**config.mk**
```make
export PLATFORM = sky130hd
export DESIGN_NAME = lfu_cache_table
export DESIGN_NICKNAME = d
export VERILOG_FILES = /design/src/hw/rtl/lfu_pkg.sv /design/src/hw/rtl/lfu_cache_table.sv /design/src/hw/rtl/lfu_ram.sv
export SDC_FILE = /design/constraint.sdc
export NUM_CORES = 2
export LEC_CHECK = 0
export ABC_AREA = 1
export BUFFER_PORTS_ARGS = -buffer_cell sky130_fd_sc_hd__buf_2
export CORE_MARGIN = 4
export CORE_UTILIZATION = 35
export CTS_BUF_LIST = sky130_fd_sc_hd__clkbuf_2 sky130_fd_sc_hd__clkbuf_4 sky130_fd_sc_hd__clkbuf_8
export DETAILED_ROUTE_END_ITERATION = 10
export SETUP_SLACK_MARGIN = 0.1
export SYNTH_ARGS = -nofsm -noshare
export SYNTH_HDL_FRONTEND = slang
export SYNTH_SLANG_ARGS = --single-unit
```
**constraint.sdc**
```tcl
create_clock -name clk -period 5.9 [get_ports clk]
set_clock_uncertainty 0.15 [all_clocks]
set_input_delay 0.295 -clock clk [delete_from_list [all_inputs] [get_ports clk]]
set_output_delay 0.295 -clock clk [all_outputs]
set_load 0.03 [all_outputs]
```
**src/hw/rtl/lfu_pkg.sv**
```systemverilog
package lfu_pkg;

  // request kinds
  localparam logic FUNC_GET = 1'b0;
  localparam logic FUNC_PUT = 1'b1;

  localparam int KEY_W = 32;
  localparam int VAL_W = 32;
  localparam int CAP_W = 5;
  localparam logic [CAP_W-1:0] CAP_RESET = 5'd16;

  typedef enum logic [1:0] {
    ST_IDLE,
    ST_SCAN,
    ST_UPD,
    ST_DONE
  } state_t;

  // what the update pass does to the target slot and the other ranks
  typedef enum logic [1:0] {
    MD_HIT,
    MD_EVICT,
    MD_INSERT
  } mode_t;

endpackage

```
**src/hw/rtl/lfu_cache_table.sv**
```systemverilog
// LFU key/value table, least recently touched entry breaks count ties.
// A miss or a disabled put takes a scan pass only; a hit or an insert takes a scan pass
// plus a read-modify-write pass over the slot RAM, one slot per cycle.
// Flow: a new word is taken only in idle, once the last result has moved to the output
// register; the next word is taken while that result waits.
// Reset: valid marks and occupancy clear at once, capacity returns to 16; RAM is not
// cleared, so no clearing pass is needed.
module lfu_cache_table #(
  parameter int ENTRIES    = 16,
  parameter int COUNT_BITS = 16
) (
  input  logic                        clk,
  input  logic                        rst_n,
  input  logic                        in_valid,
  output logic                        in_ready,
  input  logic                        in_func,
  input  logic [lfu_pkg::KEY_W-1:0]   in_key,
  input  logic [lfu_pkg::VAL_W-1:0]   in_value,
  output logic                        out_valid,
  input  logic                        out_ready,
  output logic                        out_hit,
  output logic [lfu_pkg::VAL_W-1:0]   out_read_value,
  output logic                        out_evicted,
  output logic [lfu_pkg::KEY_W-1:0]   out_evicted_key,
  input  logic                        cfg_we,
  input  logic [lfu_pkg::CAP_W-1:0]   cfg_wdata
);

  localparam int AW   = $clog2(ENTRIES);
  localparam int RW   = AW;
  localparam int CTW  = $clog2(ENTRIES + 1);
  localparam int CMPW = (CTW > lfu_pkg::CAP_W) ? CTW : lfu_pkg::CAP_W;
  localparam int KW   = lfu_pkg::KEY_W;
  localparam int VW   = lfu_pkg::VAL_W;
  localparam int DW   = KW + VW + COUNT_BITS + RW;

  lfu_pkg::state_t state_r, state_nxt;

  // request and config
  logic                      req_func_r;
  logic [KW-1:0]             req_key_r;
  logic [VW-1:0]             req_val_r;
  logic [lfu_pkg::CAP_W-1:0] cap_r;

  // per-slot valid marks and fill count
  logic [ENTRIES-1:0] valid_r;
  logic [CTW-1:0]     occ_r;

  // pass sequencing: cnt_r issues reads, idx_r/rdv_r track data returning
  logic [CTW-1:0] cnt_r;
  logic [AW-1:0]  idx_r;
  logic           rdv_r;
  logic           issue, pass_end;

  // scan accumulators
  logic                  hit_f_r;
  logic [AW-1:0]         hit_idx_r;
  logic [RW-1:0]         hit_rank_r;
  logic [VW-1:0]         hit_val_r;
  logic                  vic_f_r;
  logic [AW-1:0]         vic_idx_r;
  logic [COUNT_BITS-1:0] vic_cnt_r;
  logic [RW-1:0]         vic_rank_r;
  logic [KW-1:0]         vic_key_r;
  logic                  free_f_r;
  logic [AW-1:0]         free_idx_r;

  // update plan
  lfu_pkg::mode_t mode_r;
  logic [AW-1:0]  tgt_r;
  logic [RW-1:0]  ref_rank_r;

  // pending result, output register
  logic          res_hit_r, res_ev_r;
  logic [VW-1:0] res_rd_r;
  logic [KW-1:0] res_evk_r;
  logic          out_valid_r;
  logic          out_load;

  // RAM
  logic          ram_we;
  logic [DW-1:0] ram_wdata, ram_rdata;
  logic [KW-1:0]         rd_key;
  logic [VW-1:0]         rd_val;
  logic [COUNT_BITS-1:0] rd_cnt;
  logic [RW-1:0]         rd_rank;

  // decision at end of scan
  logic                  dec_upd;
  lfu_pkg::mode_t        dec_mode;
  logic [AW-1:0]         dec_tgt;
  logic [RW-1:0]         dec_rank;
  logic                  dec_hit, dec_ev;
  logic [VW-1:0]         dec_rd;
  logic [KW-1:0]         dec_evk;
  logic [CMPW-1:0]       cap_w, cap_eff, occ_w;

  // write-back word
  logic [KW-1:0]         wb_key;
  logic [VW-1:0]         wb_val;
  logic [COUNT_BITS-1:0] wb_cnt;
  logic [RW-1:0]         wb_rank;
  logic [RW-1:0]         inc_a, inc_b;

  assign rd_key  = ram_rdata[DW-1 -: KW];
  assign rd_val  = ram_rdata[DW-KW-1 -: VW];
  assign rd_cnt  = ram_rdata[RW +: COUNT_BITS];
  assign rd_rank = ram_rdata[RW-1:0];

  assign issue    = (state_r == lfu_pkg::ST_SCAN || state_r == lfu_pkg::ST_UPD) &&
                    (cnt_r < CTW'(ENTRIES));
  assign pass_end = (cnt_r == CTW'(ENTRIES)) && !rdv_r;

  assign in_ready  = (state_r == lfu_pkg::ST_IDLE);
  assign out_valid = out_valid_r;
  assign out_load  = (state_r == lfu_pkg::ST_DONE) && (!out_valid_r || out_ready);

  // --- decide what the update pass will do ---
  always_comb begin
    cap_w    = CMPW'(cap_r);
    cap_eff  = (cap_w > CMPW'(ENTRIES)) ? CMPW'(ENTRIES) : cap_w;
    occ_w    = CMPW'(occ_r);
    dec_upd  = 1'b0;
    dec_mode = lfu_pkg::MD_HIT;
    dec_tgt  = hit_idx_r;
    dec_rank = hit_rank_r;
    dec_hit  = 1'b0;
    dec_ev   = 1'b0;
    dec_rd   = '0;
    dec_evk  = '0;
    if (req_func_r == lfu_pkg::FUNC_GET) begin
      if (hit_f_r) begin
        dec_upd = 1'b1;
        dec_hit = 1'b1;
        dec_rd  = hit_val_r;
      end
    end else if (cap_eff != '0) begin
      if (hit_f_r) begin
        dec_upd = 1'b1;
        dec_hit = 1'b1;
      end else if (occ_w >= cap_eff) begin
        // full: reuse the victim's slot
        dec_upd  = 1'b1;
        dec_mode = lfu_pkg::MD_EVICT;
        dec_tgt  = vic_idx_r;
        dec_rank = vic_rank_r;
        dec_ev   = 1'b1;
        dec_evk  = vic_key_r;
      end else begin
        dec_upd  = 1'b1;
        dec_mode = lfu_pkg::MD_INSERT;
        dec_tgt  = free_idx_r;
        dec_rank = '0;
      end
    end
  end

  // --- write-back word for the update pass ---
  // ranks stay packed 0..occupancy-1; only their order matters, so an eviction
  // behaves as a touch of the reused slot
  always_comb begin
    inc_a = (mode_r == lfu_pkg::MD_INSERT) ? RW'(1) : '0;
    inc_b = (mode_r != lfu_pkg::MD_INSERT && rd_rank < ref_rank_r) ? RW'(1) : '0;
    wb_key  = rd_key;
    wb_val  = rd_val;
    wb_cnt  = rd_cnt;
    wb_rank = rd_rank;
    if (idx_r == tgt_r) begin
      wb_rank = '0;
      if (mode_r == lfu_pkg::MD_HIT) begin
        wb_cnt = (rd_cnt == '1) ? rd_cnt : rd_cnt + COUNT_BITS'(1);
        if (req_func_r == lfu_pkg::FUNC_PUT) begin
          wb_val = req_val_r;
        end
      end else begin
        wb_key = req_key_r;
        wb_val = req_val_r;
        wb_cnt = COUNT_BITS'(1);
      end
    end else if (valid_r[idx_r]) begin
      // newer entries age past the touched one; an insert ages everyone
      wb_rank = rd_rank + inc_a + inc_b;
    end
  end

  assign ram_we    = (state_r == lfu_pkg::ST_UPD) && rdv_r;
  assign ram_wdata = {wb_key, wb_val, wb_cnt, wb_rank};

  lfu_ram #(
    .DEPTH (ENTRIES),
    .WIDTH (DW)
  ) u_ram (
    .clk   (clk),
    .we    (ram_we),
    .waddr (idx_r),
    .wdata (ram_wdata),
    .raddr (cnt_r[AW-1:0]),
    .rdata (ram_rdata)
  );

  // --- FSM ---
  always_comb begin
    state_nxt = state_r;
    unique case (state_r)
      lfu_pkg::ST_IDLE: if (in_valid) state_nxt = lfu_pkg::ST_SCAN;
      lfu_pkg::ST_SCAN: if (pass_end) begin
        state_nxt = dec_upd ? lfu_pkg::ST_UPD : lfu_pkg::ST_DONE;
      end
      lfu_pkg::ST_UPD:  if (pass_end) state_nxt = lfu_pkg::ST_DONE;
      lfu_pkg::ST_DONE: if (out_load) state_nxt = lfu_pkg::ST_IDLE;
      default:          state_nxt = lfu_pkg::ST_IDLE;
    endcase
  end

  always_ff @(posedge clk) begin
    if (!rst_n) begin
      state_r <= lfu_pkg::ST_IDLE;
    end else begin
      state_r <= state_nxt;
    end
  end

  // --- control registers ---
  always_ff @(posedge clk) begin
    if (!rst_n) begin
      cap_r       <= lfu_pkg::CAP_RESET;
      valid_r     <= '0;
      occ_r       <= '0;
      cnt_r       <= '0;
      rdv_r       <= 1'b0;
      out_valid_r <= 1'b0;
    end else begin
      if (cfg_we) begin
        cap_r <= cfg_wdata;
      end
      rdv_r <= issue;
      if (issue) begin
        cnt_r <= cnt_r + CTW'(1);
      end else if (pass_end) begin
        cnt_r <= '0;
      end
      if (state_r == lfu_pkg::ST_SCAN && pass_end && dec_upd &&
          dec_mode == lfu_pkg::MD_INSERT) begin
        valid_r[dec_tgt] <= 1'b1;
        occ_r            <= occ_r + CTW'(1);
      end
      if (out_load) begin
        out_valid_r <= 1'b1;
      end else if (out_ready) begin
        out_valid_r <= 1'b0;
      end
    end
  end

  // --- datapath registers ---
  always_ff @(posedge clk) begin
    idx_r <= cnt_r[AW-1:0];
    if (in_valid && in_ready) begin
      req_func_r <= in_func;
      req_key_r  <= in_key;
      req_val_r  <= in_value;
      hit_f_r    <= 1'b0;
      vic_f_r    <= 1'b0;
      free_f_r   <= 1'b0;
    end
    if (state_r == lfu_pkg::ST_SCAN && rdv_r) begin
      if (valid_r[idx_r] && rd_key == req_key_r && !hit_f_r) begin
        hit_f_r    <= 1'b1;
        hit_idx_r  <= idx_r;
        hit_rank_r <= rd_rank;
        hit_val_r  <= rd_val;
      end
      if (valid_r[idx_r] && (!vic_f_r || rd_cnt < vic_cnt_r ||
          (rd_cnt == vic_cnt_r && rd_rank > vic_rank_r))) begin
        vic_f_r    <= 1'b1;
        vic_idx_r  <= idx_r;
        vic_cnt_r  <= rd_cnt;
        vic_rank_r <= rd_rank;
        vic_key_r  <= rd_key;
      end
      if (!valid_r[idx_r] && !free_f_r) begin
        free_f_r   <= 1'b1;
        free_idx_r <= idx_r;
      end
    end
    if (state_r == lfu_pkg::ST_SCAN && pass_end) begin
      mode_r     <= dec_mode;
      tgt_r      <= dec_tgt;
      ref_rank_r <= dec_rank;
      res_hit_r  <= dec_hit;
      res_rd_r   <= dec_rd;
      res_ev_r   <= dec_ev;
      res_evk_r  <= dec_evk;
    end
    if (out_load) begin
      out_hit         <= res_hit_r;
      out_read_value  <= res_rd_r;
      out_evicted     <= res_ev_r;
      out_evicted_key <= res_evk_r;
    end
  end

  // --- assertions ---
  a_occ_range: assert property (@(posedge clk) disable iff (!rst_n)
    occ_r <= CTW'(ENTRIES)) else $error("occupancy beyond table size");

  a_occ_count: assert property (@(posedge clk) disable iff (!rst_n)
    $countones(valid_r) == 32'(occ_r)) else $error("occupancy disagrees with valid marks");

  a_insert_free: assert property (@(posedge clk) disable iff (!rst_n)
    (state_r == lfu_pkg::ST_SCAN && pass_end && dec_upd &&
     dec_mode == lfu_pkg::MD_INSERT) |-> free_f_r) else $error("insert without free slot");

  a_evict_vic: assert property (@(posedge clk) disable iff (!rst_n)
    (state_r == lfu_pkg::ST_SCAN && pass_end && dec_upd &&
     dec_mode == lfu_pkg::MD_EVICT) |-> vic_f_r) else $error("evict without victim");

endmodule

```
**src/hw/rtl/lfu_ram.sv**
```systemverilog
// single write port, single read port, registered read data
module lfu_ram #(
  parameter int DEPTH = 16,
  parameter int WIDTH = 84
) (
  input  logic                     clk,
  input  logic                     we,
  input  logic [$clog2(DEPTH)-1:0] waddr,
  input  logic [WIDTH-1:0]         wdata,
  input  logic [$clog2(DEPTH)-1:0] raddr,
  output logic [WIDTH-1:0]         rdata
);

  logic [WIDTH-1:0] mem [DEPTH];

  always_ff @(posedge clk) begin
    if (we) begin
      mem[waddr] <= wdata;
    end
  end

  always_ff @(posedge clk) begin
    rdata <= mem[raddr];
  end

endmodule

```
# After elaboration in Yosys (flattened, before gate mapping)
# Memories as Yosys holds them, arrays and structs flattened. A register that Yosys moved wholly into a read port is not among the register bits.
# Cells that the tools add are included.
# classes
addsub,5
magnitude_cmp,9
n_eq_ne,15
mux,56
n_bitwise,5
reduce_logical,38
# ops
cell,count
32-bit two-way mux,5
16-bit two-way mux,3
4-bit two-way mux,10
32-bit == test,1
1-bit two-way mux,24
16-bit by 1-bit adder with 16-bit output (second input constant),1
16-bit == test,1
16-bit == test (second input constant),1
1-bit logical AND,16
16-bit < comparator,1
2-bit two-way mux,8
16-bit OR,1
5-bit two-way mux,3
5-bit by 1-bit adder with 5-bit output (second input constant),2
4-bit by 5-bit < comparator with 1-bit output (second input constant),2
2-bit inequality test (second input constant),5
4-bit by 1-bit adder with 4-bit output,2
2-bit == test (second input constant),4
2-bit one-hot mux with 4 select lines,1
1-bit logical NOT,6
2-bit AND reduction,3
5-bit == test (second input constant),1
5-bit >= comparator,1
5-bit > comparator (second input constant),1
other kinds (17),25
# word_totals
reg_bits,349
ramBits,1344
in_bits,75
output_inout_bits,68
elab_cells,162
n_memories,1
# mem_list
name,depth,width,read_ports,rd_clocked_by_memory_dff,wr,line_no,rtl
u_ram.mem,16,84,1,1,1,lfu_ram.sv:14,logic [WIDTH-1:0] mem [DEPTH];

# Logic depth before layout (Yosys ltp)
# depth
ltp_word,12
depth_mapped,16
ltp_nobuf,16

# Cells and area by module
# Synthesis repeated with hierarchy kept, for this count alone.
# unflattened
hier_cells,6758
hier_area_um2,73641.9
# modules_own_cells
mod,instances,cells_each,area_each_um2,seq_area_each_um2
lfu_ram,1,5517,58987.8,42040.3
lfu_cache_table,1,1241,14654.1,10059.6

# Worst setup path after synthesis
# No wires, ideal clock.
# synth_timing
kind,reg2reg
from,register idx_r[0]
to,memory u_ram.mem[13][0] (enable)
setup_ps,527
arrival_time_ps,4320
t_required_ps,5223
path_slack_ps,903
path_stages_with_launch,5
path_buffers,0
period_less_slack_ps,4997
cell_sequence,dfxtp_1 > inv_1 > nor2_1 > nand2_1 > nor2_1
# synth_lines
item,line_no,rtl
from (decl),lfu_cache_table.sv:51,logic [AW-1:0] idx_r;
from (signal assigned),lfu_cache_table.sv:257,idx_r <= cnt_r[AW-1:0];
to (decl),lfu_ram.sv:14,
# No word-level cell before the write port.

# Worst setup path in the final report
# layout_timing
from,register idx_r[1]
to,register vic_key_r[4] (enable)
# layout_via
elab_chain_cells,4
# layout_rtl
item,line_no,rtl
1-bit binary-select mux with 4-bit select,lfu_cache_table.sv:273,if (valid_r[idx_r] && (!vic_f_r || rd_cnt < vic_cnt_r ||
1-bit two-way mux (implied by the code),lfu_cache_table.sv:273,
1-bit logical AND,lfu_cache_table.sv:273,
2-bit AND reduction (no line),--,
to (signal assigned),lfu_cache_table.sv:279,vic_key_r <= rd_key;
to (decl),lfu_cache_table.sv:64,logic [KW-1:0] vic_key_r;
# Every way passes these cells. The select of a mux whose other input is x is not followed.
# A chain may end at the register's enable or synchronous reset.

==> summary.txt <==
Status
  – Status: completed

Worst setup path
  – Nature of the critical path startpoint: flip-flop
  – Crit-path cells: inv_1 -> nor2_1 -> a22oi_1 -> nand2_1 -> nand2_1 -> nand2_1 -> nor2_1 -> inv_1 -> nand2_1 -> nor2_4 -> buf_4
  – Crit-path slowest cell: buf_4
  – Slowest Stage Delay on Critical Path: 630 ps
  – Worst Path Required: about 6300 ps
  – Critical path endpoint category: flip-flop
  – WP data arrival: about 4000 ps
  – WS Path Type: flip-flop to flip-flop
  – CP most frequent cell: nand2_1
  – Crit Path Max Fanout: 38

Die
  – Die Footprint: between 200000 and 250000 µm²
  – Ports: about 140
  – Die X: between 400 and 500 µm
  – Die Ht: 448 µm
  – Starting density of the core: 0.352
  – Core area: roughly 190000 µm²
  – Num rows: 161

STA
  – Minimum clock period: 3560 ps
  – Slew @ Worst Pin: approximately 1200 ps
  – Hold slack: around 90 ps
  – Final worst-path cycle share: 0.604
  – Max-slew violation count: 0
  – Final setup viols: 0
  – Fin. Hold Viols: 0
  – Headroom to the max-slew limit: 0.185
  – Max Freq: 0.281 GHz
  – RSZ-0062 raised after global routing: false
  – TNS Setup: 0 ps

Logic synthesis
  – Synth Area in Compound Gates: 0.109
  – Avg Cell Area, Syn: 13.9 µm²
  – Synthesized net count: approximately 5.0k
  – Synth top area cells: edfxtp_1 (73%), o21ai_0 (5.2%), nor2_1 (4.6%), dfxtp_1 (3.7%), o221ai_1 (3.3%)
  – Cell variety after synth: 51
  – Flops & latches, synth: about 1.8k
  – Ys async rst share: 0
  – Xor/xnor share of the synthesized area: 0.00310
  – Post-synthesis simple-gate area fraction: 0.0775
  – Largest family of logic cells by synthesized area: compound AO/OA/AOI/OAI gates
  – Seq/Total Area, Yosys: 0.769
  – Mux cell area share after synthesis: 0.00532
  – Cell Area, Synth: a little under 70000 µm²
  – Area leader, netlist: edfxtp_1
  – Mapped Cells: around 5k
  – Main synth FF type: edfxtp_1
  – Ys Warns: 0
  – Adder-cell share of the synthesized area: 0.00702
  – EDFF count, synth: 1651
  – Yosys top cell area share: 0.732

Detailed routing
  – Drt drc: 0
  – Antenna viol nets, final: 0
  – Vias: around 42k
  – Metal3 WL: 12.8 mm
  – Final WL: roughly 180 mm
  – Initial DRC count: 4632
  – DR WL/cell: 22.4 µm
  – Metal1 wirelength: ~78 mm
  – Drt pass-1 iters: 6
  – Met2 WL: around 85 mm
  – Top sig layer: met5
  – DR vias/cell: around 5.3

Clocking
  – Cts repair resizes: 0
  – CTS tree: yes
  – TritonCTS Buffers: approximately 310
  – Clk pin slew, worst setup/hold paths: 60 ps
  – Clock Sinks: 1777
  – Max Root-Sink Buffers: 4
  – H-tree depth: 5
  – Clock Latency Late Sink: 1010 ps
  – CTS root buffer: clkbuf_8

Power
  – P per Cell Area: around 430 nW/µm²
  – VDD IR max: about 0.37 mV
  – P_leak: 26.5 nW

Placement
  – Port Buf Inserts: 142
  – GPL Wtd Cong: just under 0.8
  – Post-DP HPWL: roughly 84 mm
  – Cell count after placement: 7316
  – Placement Cell Area: approximately 71000 µm²

Finish
  – Fin cells: roughly 8.0k
  – Layout cells sized above 1: 0.147
  – Design Area, Final: 79000 µm²
  – Nets: 5367
  – Synth-to-layout area growth: 16.6%
  – Number of fillers in the final layout: around 18k
  – Final Core Density: 0.410

Run
  – # Max-Cap Violations: 0

Global routing
  – Antenna violations before repair: 3
  – Total GRT Usage: 0.174
  – Largest net degree at the start of global routing: approximately 220
  – Number of global-route vias before repair: a little over 40k
  – Total gr overflow: 0
  – First-pass GRT wire length: around 260 mm

Worst hold path
  – Hold/Removal Path Class: primary input to flip-flop
-- sequential cells by signal (all words and copies together) (netlist names), 5 cells and up --
name,cells
occ_r,5
vic_cnt_r,16
hit_val_r,32
out_evicted_key,32
vic_key_r,32
cap_r,5
valid_r,16
cnt_r,5
u_ram.rdata,84
out_read_value,32
req_val_r,32
res_rd_r,32
res_evk_r,32
req_key_r,32
u_ram.mem,1344
-- critical path, delay by kind of cell (launching register included) --
family | cells | cell delay, ps
AOI/OAI and AO/OA | 1 | 140
buffers and inverters | 3 | 940
and+or+nand+nor | 7 | 1350
DFF | 1 | 480
-- where the power goes --
part           switching, W  total [W]  internal [W]
Combinational       0.00494    0.00663       0.00169
Sequential         0.000532     0.0165        0.0160
Clock               0.00482     0.0112       0.00635
-- kinds of logic (layout without fill, tap and decap cells) --
kind of cell / count (synthesis) / after routing
DFF: 1777 / 1777
muxes: 32 / 32
other: 0 / 1
xor gates and xnor gates: 24 / 24
and+or+nand+nor: 1306 / 1306
buffers and inverters: 495 / 1099
AOI/OAI and AO/OA: 1206 / 1206
adders and majority gates: 38 / 38
-- final cells by class --
class                      instances  area (µm²)  share of cell area
sequential                      1777       52100               0.660
clock buffer                     465        5690              0.0721
clock inverter                    73         462             0.00585
timing repair buffer             365        2970              0.0376
multi-input combinational       2606       13800               0.175
tap                             2526        3160              0.0400
antenna                            1        2.50           0.0000317
inverter                         196         763             0.00966
-- cells in the mapped netlist, types with 15 or more instances --
master and n:
a21oi_1 47, buf_2 38, clkbuf_1 240, dfxtp_1 126, edfxtp_1 1651, ha_1 38, inv_1 188, mux2_2 32
nand2_1 287, nand3_1 123, nor2_1 831, nor3_1 15, o211ai_1 80, o21ai_0 709, o221ai_1 257, o22ai_1 80
xnor2_1 17
-- layout by cell type (no fill, tap or decap), types with 80 or more instances in the layout --
master | synthesis | layout
dlygate4sd3_1 | 0 | 154
clkbuf_8 | 0 | 352
o21ai_0 | 709 | 709
edfxtp_1 | 1651 | 1651
nor2_1 | 831 | 814
o221ai_1 | 257 | 257
nand2_1 | 287 | 287
buf_2 | 38 | 142
clkbuf_4 | 0 | 113
o22ai_1 | 80 | 80
dfxtp_1 | 126 | 122
nand3_1 | 123 | 123
o211ai_1 | 80 | 80
inv_1 | 188 | 185
-- through the flow --
| step | setup slack (ps) | total power [W] |
|---|---|---|
| 6_report | 2340 | 0.0343 |
| 5_1_grt | 2120 | 0.0359 |
| 4_1_cts | 2330 | 0.0345 |
| 3_5_place_dp | 2330 | 0.0232 |
| 3_3_place_gp | 2420 | 0.0231 |
| 2_1_floorplan | 903 | 0.0210 |
-- final timing paths --
check,slack [ps],startpoint,end,depth (start not counted)
max,2340,idx_r[1],vic_key_r[4],11
min,90,out_ready,out_valid,5
max reg2reg,2340,idx_r[1],vic_key_r[4],11
min reg2reg,260,res_rd_r[4],out_read_value[4],0
-- routing by layer --
metal,track usage,vias up
met4,0.0562,2
met1,0.241,21197
met2,0.278,1725
li1,-,18985
met5,0,-
met3,0.0305,316
-- timing repair --
item | in CTS | in global routing
hold endpoints to repair | 169 | 0
setup buffers | 0 | 0
hold buffers | 154 | 0
(Power assumes the default switching activity.)
